<file path="config.mk">
export PLATFORM = sky130hd
export DESIGN_NAME = keepalive_heartbeat_monitor_flat
export DESIGN_NICKNAME = d
export VERILOG_FILES = /design/src/design/kahm_pkg.sv /design/src/design/kahm_ifs.sv /design/src/design/keepalive_heartbeat_monitor.sv /design/src/flat_wrapper.sv
export VERILOG_INCLUDE_DIRS = /design/src /design/src/design
export SDC_FILE = /design/constraint.sdc
export NUM_CORES = 1
export LEC_CHECK = 0
export BUFFER_PORTS_ARGS = -buffer_cell sky130_fd_sc_hd__buf_2
export CAP_MARGIN = 10
export CORE_UTILIZATION = 40
export CTS_BUF_LIST = sky130_fd_sc_hd__clkbuf_8
export CTS_CLUSTER_DIAMETER = 60
export DETAILED_ROUTE_END_ITERATION = 8
export HOLD_SLACK_MARGIN = 0.02
export RECOVER_POWER = 25
export REMOVE_ABC_BUFFERS = 1
export SYNTH_ARGS = -nofsm -noshare
export SYNTH_HDL_FRONTEND = slang
export SYNTH_SLANG_ARGS = --single-unit
</file>
<file path="constraint.sdc">
create_clock -name clk -period 12.25 [get_ports clk]
set_input_delay 0.6125 -clock clk [delete_from_list [all_inputs] [get_ports clk]]
set_output_delay 0.6125 -clock clk [all_outputs]
set_load 0.005 [all_outputs]
</file>
<file path="src/design/keepalive_heartbeat_monitor_defines.svh">
// ----------------------------------------------------------------------------
// Keep-alive monitor assertion macros
// Shared concurrent assertion wrappers; define NO_ASSERTIONS to drop them.
// ----------------------------------------------------------------------------
`ifndef KEEPALIVE_HEARTBEAT_MONITOR_DEFINES_SVH
`define KEEPALIVE_HEARTBEAT_MONITOR_DEFINES_SVH

`ifndef NO_ASSERTIONS
// Same-cycle implication, checked out of reset
`define KAHM_ASSERT_IMP(lbl, ck, rn, ante, cons, msg) \
  lbl: assert property (@(posedge ck) disable iff (!rn) (ante) |-> (cons)) \
    else $error(msg);
// Next-cycle implication, checked out of reset
`define KAHM_ASSERT_NXT(lbl, ck, rn, ante, cons, msg) \
  lbl: assert property (@(posedge ck) disable iff (!rn) (ante) |=> (cons)) \
    else $error(msg);
`else
`define KAHM_ASSERT_IMP(lbl, ck, rn, ante, cons, msg)
`define KAHM_ASSERT_NXT(lbl, ck, rn, ante, cons, msg)
`endif

`endif

</file>
<file path="src/design/kahm_pkg.sv">
// ----------------------------------------------------------------------------
// Keep-alive monitor package
// Item kind codes, configuration register indexes, reset values and field widths.
// ----------------------------------------------------------------------------
package kahm_pkg;

  localparam int unsigned KIND_W   = 2;
  localparam int unsigned FIELD_W  = 32;
  localparam int unsigned TMO_W    = 16;
  localparam int unsigned CFG_IDX_W = 2;
  localparam int unsigned CFG_DATA_W = 16;

  // Input item kinds
  localparam logic [KIND_W-1:0] KIND_TICK       = 2'd0;
  localparam logic [KIND_W-1:0] KIND_KEEPALIVE  = 2'd1;
  localparam logic [KIND_W-1:0] KIND_OTHER      = 2'd2;
  localparam logic [KIND_W-1:0] KIND_DISCONNECT = 2'd3;

  // Configuration register indexes
  localparam logic [CFG_IDX_W-1:0] CFG_ENABLED     = 2'd0;
  localparam logic [CFG_IDX_W-1:0] CFG_SERVER_MODE = 2'd1;
  localparam logic [CFG_IDX_W-1:0] CFG_TIMEOUT     = 2'd2;

  // Configuration reset values
  localparam logic             RST_ENABLED     = 1'b0;
  localparam logic             RST_SERVER_MODE = 1'b1;
  localparam logic [TMO_W-1:0] RST_TIMEOUT     = 16'd10;

endpackage

</file>
<file path="src/design/kahm_ifs.sv">
// ----------------------------------------------------------------------------
// Keep-alive monitor channel interfaces
// Valid/ready channels for input items and result items.
// ----------------------------------------------------------------------------
interface kahm_in_if;
  logic                         valid;
  logic                         ready;
  logic [kahm_pkg::KIND_W-1:0]  kind;
  logic [kahm_pkg::FIELD_W-1:0] current_time;
  logic [kahm_pkg::FIELD_W-1:0] received_number;

  modport source (output valid, kind, current_time, received_number, input ready);
  modport sink   (input valid, kind, current_time, received_number, output ready);
endinterface

interface kahm_out_if;
  logic                         valid;
  logic                         ready;
  logic                         send_valid;
  logic [kahm_pkg::FIELD_W-1:0] send_number;
  logic                         handled;
  logic                         expired;

  modport source (output valid, send_valid, send_number, handled, expired, input ready);
  modport sink   (input valid, send_valid, send_number, handled, expired, output ready);
endinterface

</file>
<file path="src/design/keepalive_heartbeat_monitor.sv">
// Pipeline: an accepted item passes through the input register, then the result register.
// Throughput: 1 item per cycle unless the result slot stalls; the timer state is updated
// in the same cycle the item moves from the input register to the result register.
// Reset: synchronous active-low rst_n clears both pipeline valids, the timers,
// flags and packet counter, and loads the configuration defaults.
// ----------------------------------------------------------------------------
// Keep-alive heartbeat monitor
// Server sends numbered keep-alives per timeout window; client echoes them.
// ----------------------------------------------------------------------------
`include "keepalive_heartbeat_monitor_defines.svh"

module keepalive_heartbeat_monitor #(
  parameter int unsigned TIME_BITS = 32
) (
  input  logic                              clk,
  input  logic                              rst_n,
  kahm_in_if.sink                           in_if,
  kahm_out_if.source                        out_if,
  input  logic                              cfg_we,
  input  logic [kahm_pkg::CFG_IDX_W-1:0]    cfg_index,
  input  logic [kahm_pkg::CFG_DATA_W-1:0]   cfg_wdata
);

  // Configuration registers
  logic                        enabled_r;
  logic                        server_mode_r;
  logic [kahm_pkg::TMO_W-1:0]  timeout_r;

  // Input register
  logic                          s1_valid_r;
  logic [kahm_pkg::KIND_W-1:0]   s1_kind_r;
  logic [kahm_pkg::FIELD_W-1:0]  s1_time_r;
  logic [kahm_pkg::FIELD_W-1:0]  s1_rxno_r;

  // Timer state
  logic [TIME_BITS-1:0]          last_sent_r, last_sent_nxt;
  logic [TIME_BITS-1:0]          last_rcvd_r, last_rcvd_nxt;
  logic                          awaiting_r, awaiting_nxt;
  logic                          required_r, required_nxt;
  logic [kahm_pkg::FIELD_W-1:0]  counter_r, counter_nxt;

  // Result register
  logic                          out_valid_r;
  logic                          send_valid_r, send_valid_nxt;
  logic [kahm_pkg::FIELD_W-1:0]  send_number_r, send_number_nxt;
  logic                          handled_r, handled_nxt;
  logic                          expired_r, expired_nxt;

  logic                 out_free;
  logic                 s1_fire;
  logic                 in_fire;
  logic                 active;
  logic [63:0]          now_w;
  logic [TIME_BITS-1:0] now;
  logic [TIME_BITS-1:0] sent_elapsed;
  logic [TIME_BITS-1:0] exp_sent_elapsed;
  logic [TIME_BITS-1:0] exp_rcvd_elapsed;
  logic [63:0]          tmo_w;
  logic                 sent_passed;

  // Handshake: result slot frees when empty or taken this cycle
  assign out_free    = !out_valid_r || out_if.ready;
  assign s1_fire     = s1_valid_r && out_free;
  assign in_if.ready = !s1_valid_r || out_free;
  assign in_fire     = in_if.valid && in_if.ready;

  assign out_if.valid       = out_valid_r;
  assign out_if.send_valid  = send_valid_r;
  assign out_if.send_number = send_number_r;
  assign out_if.handled     = handled_r;
  assign out_if.expired     = expired_r;

  // Time taken modulo 2^TIME_BITS
  assign now_w  = 64'(s1_time_r);
  assign now    = now_w[TIME_BITS-1:0];
  assign tmo_w  = 64'(timeout_r);
  assign active = enabled_r && (timeout_r != '0);

  assign sent_elapsed = now - last_sent_r;
  assign sent_passed  = 64'(sent_elapsed) >= tmo_w;

  // Compute next state and the result for the item in the input register
  always_comb begin
    last_sent_nxt   = last_sent_r;
    last_rcvd_nxt   = last_rcvd_r;
    awaiting_nxt    = awaiting_r;
    required_nxt    = required_r;
    counter_nxt     = counter_r;
    send_valid_nxt  = 1'b0;
    send_number_nxt = '0;
    handled_nxt     = 1'b0;
    if (s1_kind_r == kahm_pkg::KIND_DISCONNECT) begin
      last_sent_nxt = '0;
      last_rcvd_nxt = '0;
      awaiting_nxt  = 1'b0;
      required_nxt  = 1'b0;
    end else if (active) begin
      case (s1_kind_r)
        kahm_pkg::KIND_TICK: begin
          if (server_mode_r) begin
            if (last_sent_r == '0) begin
              last_sent_nxt = now;
            end else if (sent_passed) begin
              send_valid_nxt  = 1'b1;
              send_number_nxt = counter_r;
              counter_nxt     = counter_r + 1'b1;
              awaiting_nxt    = 1'b1;
              last_sent_nxt   = now;
            end
          end
        end
        kahm_pkg::KIND_KEEPALIVE: begin
          handled_nxt = 1'b1;
          if (server_mode_r) begin
            last_sent_nxt = now;
            last_rcvd_nxt = now;
            awaiting_nxt  = 1'b0;
          end else begin
            required_nxt    = 1'b1;
            counter_nxt     = s1_rxno_r;
            send_valid_nxt  = 1'b1;
            send_number_nxt = s1_rxno_r;
            last_rcvd_nxt   = now;
          end
        end
        default: begin
          // other packets leave the state alone
        end
      endcase
    end
  end

  // Expiry is judged on the state left by this item
  assign exp_sent_elapsed = now - last_sent_nxt;
  assign exp_rcvd_elapsed = now - last_rcvd_nxt;

  always_comb begin
    expired_nxt = 1'b0;
    if (active) begin
      if (server_mode_r) begin
        expired_nxt = awaiting_nxt && (64'(exp_sent_elapsed) >= tmo_w);
      end else begin
        expired_nxt = required_nxt && (last_rcvd_nxt != '0) &&
                      (64'(exp_rcvd_elapsed) >= tmo_w);
      end
    end
  end

  // Control and architectural state
  always_ff @(posedge clk) begin
    if (!rst_n) begin
      enabled_r     <= kahm_pkg::RST_ENABLED;
      server_mode_r <= kahm_pkg::RST_SERVER_MODE;
      timeout_r     <= kahm_pkg::RST_TIMEOUT;
      s1_valid_r    <= 1'b0;
      out_valid_r   <= 1'b0;
      last_sent_r   <= '0;
      last_rcvd_r   <= '0;
      awaiting_r    <= 1'b0;
      required_r    <= 1'b0;
      counter_r     <= '0;
    end else begin
      // Configuration writes; unknown indexes are dropped
      if (cfg_we) begin
        case (cfg_index)
          kahm_pkg::CFG_ENABLED:     enabled_r     <= cfg_wdata[0];
          kahm_pkg::CFG_SERVER_MODE: server_mode_r <= cfg_wdata[0];
          kahm_pkg::CFG_TIMEOUT:     timeout_r     <= cfg_wdata;
          default: ;
        endcase
      end
      // Advance the pipeline valids
      if (in_if.ready) begin
        s1_valid_r <= in_if.valid;
      end
      if (out_free) begin
        out_valid_r <= s1_valid_r;
      end
      // Commit state for the item leaving the input register
      if (s1_fire) begin
        last_sent_r <= last_sent_nxt;
        last_rcvd_r <= last_rcvd_nxt;
        awaiting_r  <= awaiting_nxt;
        required_r  <= required_nxt;
        counter_r   <= counter_nxt;
      end
    end
  end

  // Payload registers
  always_ff @(posedge clk) begin
    if (in_fire) begin
      s1_kind_r <= in_if.kind;
      s1_time_r <= in_if.current_time;
      s1_rxno_r <= in_if.received_number;
    end
    if (s1_fire) begin
      send_valid_r  <= send_valid_nxt;
      send_number_r <= send_number_nxt;
      handled_r     <= handled_nxt;
      expired_r     <= expired_nxt;
    end
  end

  // Assertions
  `KAHM_ASSERT_IMP(a_ready_when_empty, clk, rst_n, !out_valid_r, in_if.ready, "input stalled with empty result slot")
  `KAHM_ASSERT_NXT(a_disc_clears, clk, rst_n, s1_fire && (s1_kind_r == kahm_pkg::KIND_DISCONNECT), !awaiting_r && !required_r && (last_sent_r == '0) && (last_rcvd_r == '0), "disconnect did not clear timers")
  `KAHM_ASSERT_NXT(a_send_counts, clk, rst_n, s1_fire && server_mode_r && send_valid_nxt, awaiting_r && (counter_r == $past(counter_r) + 1'b1), "server send did not arm wait and count")
  `KAHM_ASSERT_IMP(a_idle_number, clk, rst_n, out_valid_r && !send_valid_r, send_number_r == '0, "send number set without a send")

endmodule
</file>
<file path="src/flat_wrapper.sv">
// flat-port wrapper written by rule: the top's interface ports become plain ports
module keepalive_heartbeat_monitor_flat 
#(
  parameter int unsigned TIME_BITS = 32
)
  (clk, rst_n, cfg_we, cfg_index, cfg_wdata, in_if_valid, in_if_kind, in_if_current_time, in_if_received_number, in_if_ready, out_if_valid, out_if_send_valid, out_if_send_number, out_if_handled, out_if_expired, out_if_ready);
  kahm_in_if in_if_i ();
  kahm_out_if out_if_i ();
  input  logic clk;
  input  logic rst_n;
  input  logic cfg_we;
  input  logic [kahm_pkg::CFG_IDX_W-1:0] cfg_index;
  input  logic [kahm_pkg::CFG_DATA_W-1:0] cfg_wdata;
  input wire logic [$bits(in_if_i.valid)-1:0] in_if_valid;
  input wire logic [$bits(in_if_i.kind)-1:0] in_if_kind;
  input wire logic [$bits(in_if_i.current_time)-1:0] in_if_current_time;
  input wire logic [$bits(in_if_i.received_number)-1:0] in_if_received_number;
  output wire logic [$bits(in_if_i.ready)-1:0] in_if_ready;
  output wire logic [$bits(out_if_i.valid)-1:0] out_if_valid;
  output wire logic [$bits(out_if_i.send_valid)-1:0] out_if_send_valid;
  output wire logic [$bits(out_if_i.send_number)-1:0] out_if_send_number;
  output wire logic [$bits(out_if_i.handled)-1:0] out_if_handled;
  output wire logic [$bits(out_if_i.expired)-1:0] out_if_expired;
  input wire logic [$bits(out_if_i.ready)-1:0] out_if_ready;
  assign in_if_i.valid = in_if_valid;
  assign in_if_i.kind = in_if_kind;
  assign in_if_i.current_time = in_if_current_time;
  assign in_if_i.received_number = in_if_received_number;
  assign in_if_ready = in_if_i.ready;
  assign out_if_valid = out_if_i.valid;
  assign out_if_send_valid = out_if_i.send_valid;
  assign out_if_send_number = out_if_i.send_number;
  assign out_if_handled = out_if_i.handled;
  assign out_if_expired = out_if_i.expired;
  assign out_if_i.ready = out_if_ready;
  keepalive_heartbeat_monitor #(.TIME_BITS(TIME_BITS)) u_core (.clk(clk), .rst_n(rst_n), .in_if(in_if_i), .out_if(out_if_i), .cfg_we(cfg_we), .cfg_index(cfg_index), .cfg_wdata(cfg_wdata));
endmodule
</file>
; Word level (Yosys, flattened, before mapping)
; Cells that the tools add are included.
[classes]
n_bitwise = 2
multipliers = 0
div_mod_pow = 0
order_cmp = 3
n_reduce_logical = 21
n_eq_ne = 8
mux = 38
add_sub_neg = 4
shift = 0
[op_table]
columns = op, count
row1 = $mux 32, 17
row2 = $pmux 32 s2, 3
row3 = $ge 32x16->1, 3
row4 = $sub 32x32->32, 3
row5 = $add 32x1->32 const B, 1
row6 = $logic_not 32->1, 1
row7 = $reduce_bool 32->1, 1
row8 = $mux 1, 16
row9 = $reduce_bool 16->1, 1
row10 = $reduce_and 8->1, 1
row11 = $logic_and 1x1->1, 6
row12 = $reduce_and 2->1, 3
row13 = $eq 2x1->1 const B, 2
row14 = $eq 2x2->1 const B, 2
row15 = $logic_not 2->1, 2
row16 = $ne 2x1->1 const B, 2
row17 = $ne 2x2->1 const B, 2
row18 = $pmux 1 s2, 2
row19 = $logic_not 1->1, 2
row20 = $logic_or 1x1->1, 2
row21 = $not 1->1, 2
row22 = $reduce_bool 2->1, 1
row23 = $reduce_or 2->1, 1
[word_totals]
out_inout_bits = 37
rom_bits = 0
wordCells = 93
latch_bits = 0
reg_bits = 219
memories = 0
ram_bits = 0

; Depth between registers and ports, before layout
[depth]
ltp_word = 12
depth_mapped = 45

; Least setup slack after synthesis
; No wires, ideal clock.
[synth_timing]
path_kind = register -> register
startpoint = register u_core.s1_time_r, in the netlist u_core.now[1]
endpoint = register u_core.expired_r (netlist: u_core.out_if.expired) (data pin)
arrival_time_ns = 7.783
required_time_ns = 11.982
n_path_buf = 1
stages_incl_launch_ff = 43
slack_ns = 4.199
path_cell_list = edfxtp_1 > ha_1 > nor2b_1 > o31ai_1 > a21oi_1 > a21oi_1 > nor2b_1 > o21ai_0 > nand2b_1 > a21oi_1 > xnor2_1 > ha_1 > nor2b_1 > a2111oi_0 > o211ai_1 > a2bb2oi_1 > o2111ai_1 > nor4_2 > [7 not listed] > nor2_1 > o21a_1 > o21ai_0 > nand2b_1 > a21oi_1 > xnor2_1 > ha_1 > a21oi_1 > nor2b_1 > o21ai_0 > o2111ai_1 > nor4_1 > o2111ai_1 > nor4_1 > and4_1 > nand4_1 > a2111oi_0 > o22ai_1
[synth_via]
elab_chain_cells = 12
elab_cells_between_ends = 27
cone_classes = add/sub (3) / order compare (3) / mux (17) / reduce/logical (4)
[synth_lines]
columns = item, line_no
row1 = start: declaration, keepalive_heartbeat_monitor.sv:32  ; logic [kahm_pkg::FIELD_W-1:0] s1_time_r;
row2 = start signal: assignment, keepalive_heartbeat_monitor.sv:194  ; s1_time_r <= in_if.current_time;
row3 = $sub 32x32->32, keepalive_heartbeat_monitor.sv:79  ; assign sent_elapsed = now - last_sent_r;
row4 = $ge 32x16->1, keepalive_heartbeat_monitor.sv:80  ; assign sent_passed = 64'(sent_elapsed) >= tmo_w;
row5 = $mux 32, keepalive_heartbeat_monitor.sv:103  ; end else if (sent_passed) begin
row6 = $mux 32, keepalive_heartbeat_monitor.sv:101  ; if (last_sent_r == '0) begin
row7 = $mux 32, keepalive_heartbeat_monitor.sv:100  ; if (server_mode_r) begin
row8 = $pmux 32 s2, keepalive_heartbeat_monitor.sv:98  ; case (s1_kind_r)
row9 = $mux 32, keepalive_heartbeat_monitor.sv:97  ; end else if (active) begin
row10 = $mux 32, keepalive_heartbeat_monitor.sv:92  ; if (s1_kind_r == kahm_pkg::KIND_DISCONNECT) begin
row11 = $sub 32x32->32, keepalive_heartbeat_monitor.sv:134  ; assign exp_sent_elapsed = now - last_sent_nxt;
row12 = $ge 32x16->1, keepalive_heartbeat_monitor.sv:141  ; expired_nxt = awaiting_nxt && (64'(exp_sent_elapsed) >= tmo_w);
row13 = $logic_and 1x1->1, keepalive_heartbeat_monitor.sv:141
row14 = $mux 1 (*), keepalive_heartbeat_monitor.sv:140  ; if (server_mode_r) begin
row15 = end signal: assignment, keepalive_heartbeat_monitor.sv:201  ; expired_r <= expired_nxt;
row16 = end: declaration, keepalive_heartbeat_monitor.sv:47  ; logic expired_r, expired_nxt;
; Every way passes the cells marked *; elsewhere a longest branch is shown, timed or not.
; A chain may end at the register's enable or synchronous reset.

; Worst setup path after layout
[layout_timing]
startpoint = register u_core.s1_time_r, in the netlist u_core.now[1]
endpoint = register u_core.expired_r (netlist: u_core.out_if.expired) (data pin)
[layout_via]
elab_chain_cells = 12
elab_cells_between_ends = 27
cone_classes = add/sub (3) / order compare (3) / mux (17) / reduce/logical (4)
[layout_lines]
columns = item, line_no
row1 = $sub 32x32->32, keepalive_heartbeat_monitor.sv:79
row2 = $ge 32x16->1, keepalive_heartbeat_monitor.sv:80
row3 = $mux 32, keepalive_heartbeat_monitor.sv:103
row4 = $mux 32, keepalive_heartbeat_monitor.sv:101
row5 = $mux 32, keepalive_heartbeat_monitor.sv:100
row6 = $pmux 32 s2, keepalive_heartbeat_monitor.sv:98
row7 = $mux 32, keepalive_heartbeat_monitor.sv:97
row8 = $mux 32, keepalive_heartbeat_monitor.sv:92
row9 = net u_core.last_sent_nxt[0], keepalive_heartbeat_monitor.sv:36  ; logic [TIME_BITS-1:0] last_sent_r, last_sent_nxt;
row10 = $sub 32x32->32, keepalive_heartbeat_monitor.sv:134
row11 = $ge 32x16->1, keepalive_heartbeat_monitor.sv:141
row12 = $logic_and 1x1->1, keepalive_heartbeat_monitor.sv:141
row13 = $mux 1, keepalive_heartbeat_monitor.sv:140
; The timed path passes the listed nets, and every way through them passes these cells.

==> metrics.txt <==
outcome=finished with violations; violated checks=capacitance limit, slew limit; Synth top area share=18.6%; residual DRC count=0; Least-Margin Pin Slew=3830 ps; Internal=between 1 and 1.5 mW; WP data arrival=10140 ps; chip width=204 um; via count=15600; top_reg_cell synth=dfxtp_1; Critical Path RT=12540 ps; fmax=roughly 100 MHz; vias in the first global route=14800; gpl congestion=0.955; post-synth design cell area=16300 um^2; RSZ-0062 raised after global routing=false; die area=41600 um^2; Yosys reg bits=219; CORE AREA=roughly 40000 um^2; Pleak=6.77 nW; CTS sink cnt=roughly 220; Mapped Cells=1943; Num CTS Buffers=40; Post-Place Cells=2519; post-route clock period utilization=between 80% and 90%; commonest non-fill, non-tap cell in the layout=nand2_1; top cells by area, synth=edfxtp_1 19%, dfxtp_1 14%, ha_1 11%; number of hold buffers added after cts=0; min Tclk post-route=9840 ps; Max Cap Viol=2; 1st-pass router iterations=5; Worst path slowest cell=edfxtp_1; Row Count=73; worst-path fanout max=32; fillcell total=between 4000 and 5000; nets=2273; Post-DP HPWL=39200 um; Combinational Power Share=19.3%; vias per inst=between 6 and 7; initial DRC count=around 1400; Worst setup EP type=flip-flop; Setup Skew=between 15 and 20 ps; Hold Fails Final Rpt=0; largest net degree at the start of global routing=slightly below 80; Most Frequent Cell on Critical Path=a21oi_1; first-pass GRT wire length=~84000 um; Buf/Inv on CP=2; pwr dens=105 nW/um^2; Initial Utilization=40.8%; post_cts resized=0; Max Root-Sink Buffers=3; initial antenna violation count=5; warnings from Yosys=0; Startpoint Class=flip-flop; Sequential Area=5400 um^2; Cell Count, Final, Fillers Out=2595; most frequent cells in the layout=231 x nand2_1, 200 x a21oi_1, 172 x nor2_1; sw power=0.585 mW; num ports=126; slowest cell delay on critical path=a little under 600 ps; DR WL/cell=roughly 21 um; Post-CTS Repair Setup Buffers=0; total power=1.90 mW; final setup fails=0; CTS tree=done; I/O Buffers=125; root buffer cell=clkbuf_8; Yosys top cell by area=edfxtp_1; multi-input logic area=10100 um^2; Setup Total Neg Slack=0 ps; Post-synth EDFFs=101; fin. max-slew vios=between 100 and 150; Crit Path Class=flip-flop to flip-flop; Routed met3 length=3970 um; Max IR drop VDD=104 uV; Avg Inst Size Synth=about 8.4 um^2; register area share after synthesis=33.1%; met2 routed WL=~24000 um; Metal-1 WL=roughly 24000 um; Routed WL=roughly 53000 um; GRT Residual Overflow=0; area grow syn2layout=11.4%; Tot GR Track Use=between 20% and 30%; top sig layer=met5; Clock Power Share=37.9%; count of cell types in the netlist=91; switching part of the total=30.8%; worst skew pair latency=approximately 580 ps; Worst Hold Class=input pin to flip-flop; share of cells above drive strength 1=between 10% and 20%; depth of the CTS H-tree=2; delay-heaviest family, CP=compound AO/OA/AOI/OAI gates; slew margin rel.=-155%; die height=slightly above 200 um; Clock transition at path regs=60 ps; antenna-violating nets left=0; Async SR Flop Fraction=0%; final hold slack=207 ps; Sequential Power Share=a little over two fifths
==> synthesized netlist by cell type, drive strengths merged, types with 9 or more instances <==
| cell type | n |
|---|---|
| a2111oi | 14 |
| a21boi | 12 |
| a21o | 61 |
| a21oi | 203 |
| a22o | 57 |
| a22oi | 38 |
| a31oi | 19 |
| a32o | 10 |
| and2 | 13 |
| and3 | 16 |
| buf | 38 |
| clkbuf | 56 |
| dfxtp | 118 |
| edfxtp | 101 |
| ha | 144 |
| inv | 96 |
| mux2i | 12 |
| nand2 | 232 |
| nand2b | 24 |
| nand3 | 35 |
| nand4 | 30 |
| nor2 | 173 |
| nor2b | 18 |
| nor3 | 38 |
| nor4 | 35 |
| o2111ai | 11 |
| o211ai | 28 |
| o21a | 19 |
| o21ai | 69 |
| o21bai | 9 |
| o31ai | 25 |
| o32ai | 10 |
| or2 | 9 |
| xnor2 | 30 |
| xor2 | 20 |
==> layout make-up <==
type / instances / share of cell area [%]
multi-input cells: 1533 / 55.8
flip-flops and latches: 219 / 29.7
repair buffers: 146 / 4.34
well taps: 525 / 3.61
clock buffers: 45 / 3.41
inverters: 97 / 2.00
clock inverters: 29 / 1.12
diodes: 1 / 0.0138
==> cell families (layout without fill, tap and decap cells) <==
group,count (synthesis),after routing,synth area share (%)
AOI/OAI and AO/OA,655,655,27.6
xor gates and xnor gates,50,50,2.73
adders and majority gates,147,147,11.4
buffers and inverters,191,317,4.86
DFF,219,219,33.1
muxes,13,13,0.805
other,0,1,0
and+or+nand+nor,668,668,19.5
==> per-stage QoR <==
step	cell area [um^2]	utilization, %	worst slack, ps
finish	18200	45.4	2410
global route	18200	45.4	1580
detailed placement	17300	43.3	2610
CTS	18200	45.4	2560
global placement	17300	43.3	3020
floorplan	15900	-	2160
==> final timing paths <==
path	cells after the start	slack (ps)	to	from
setup / recovery	44	2410	u_core.out_if.expired$_SDFFCE_PN0P_	u_core.now[1]$_DFFE_PP_
hold / removal	1	210	u_core.now[28]$_DFFE_PP_	in_if_current_time[28]
setup reg to reg	44	2410	u_core.out_if.expired$_SDFFCE_PN0P_	u_core.now[1]$_DFFE_PP_
hold reg to reg	2	460	u_core.last_rcvd_r[13]$_SDFFE_PN0P_	u_core.last_rcvd_r[13]$_SDFFE_PN0P_
==> power by group through the flow <==
stage / logic [mW] / registers (mW) / clock network [mW]
2_1_floorplan: 0.248 / 0.818 / 0
3_3_place_gp: 0.356 / 0.828 / 0
3_5_place_dp: 0.359 / 0.828 / 0
4_1_cts: 0.363 / 0.813 / 0.745
5_1_grt: 0.408 / 0.815 / 0.778
6_report: 0.368 / 0.813 / 0.720
==> worst reg2reg max path, delay by kind of cell (launching register included) <==
| family | cells | cell delay, ps |
|---|---|---|
| AO/OA/AOI/OAI | 22 | 4930 |
| AND/OR/NAND/NOR | 13 | 2100 |
| adder cells (fa/ha/maj) | 5 | 1450 |
| flip-flops | 1 | 580 |
| buffers and inverters | 2 | 380 |
| XOR/XNOR | 2 | 180 |
==> registers in the layout, summed over array words and instances, names as in the netlist <==
name,count
u_core.awaiting_r,1
u_core.last_rcvd_r,32
u_core.out_if.expired,1
u_core.required_r,1
u_core.out_if.send_number,32
u_core.s1_rxno_r,32
u_core.last_sent_r,32
u_core.out_if.handled,1
u_core.enabled_r,1
u_core.s1_kind_r,2
u_core.counter_r,32
u_core.out_if.send_valid,1
u_core.now,32
u_core.out_if.valid,1
u_core.server_mode_r,1
u_core.timeout_r,16
u_core.s1_valid_r,1
==> per-layer routing <==
layer / track usage (%) / vias to the layer above
met5: 0 / -
met4: 7.57 / 8
met3: 5.52 / 94
met2: 39.9 / 538
met1: 34.9 / 7444
li1: - / 7495
No activity file was read; power rests on OpenSTA's default activity.
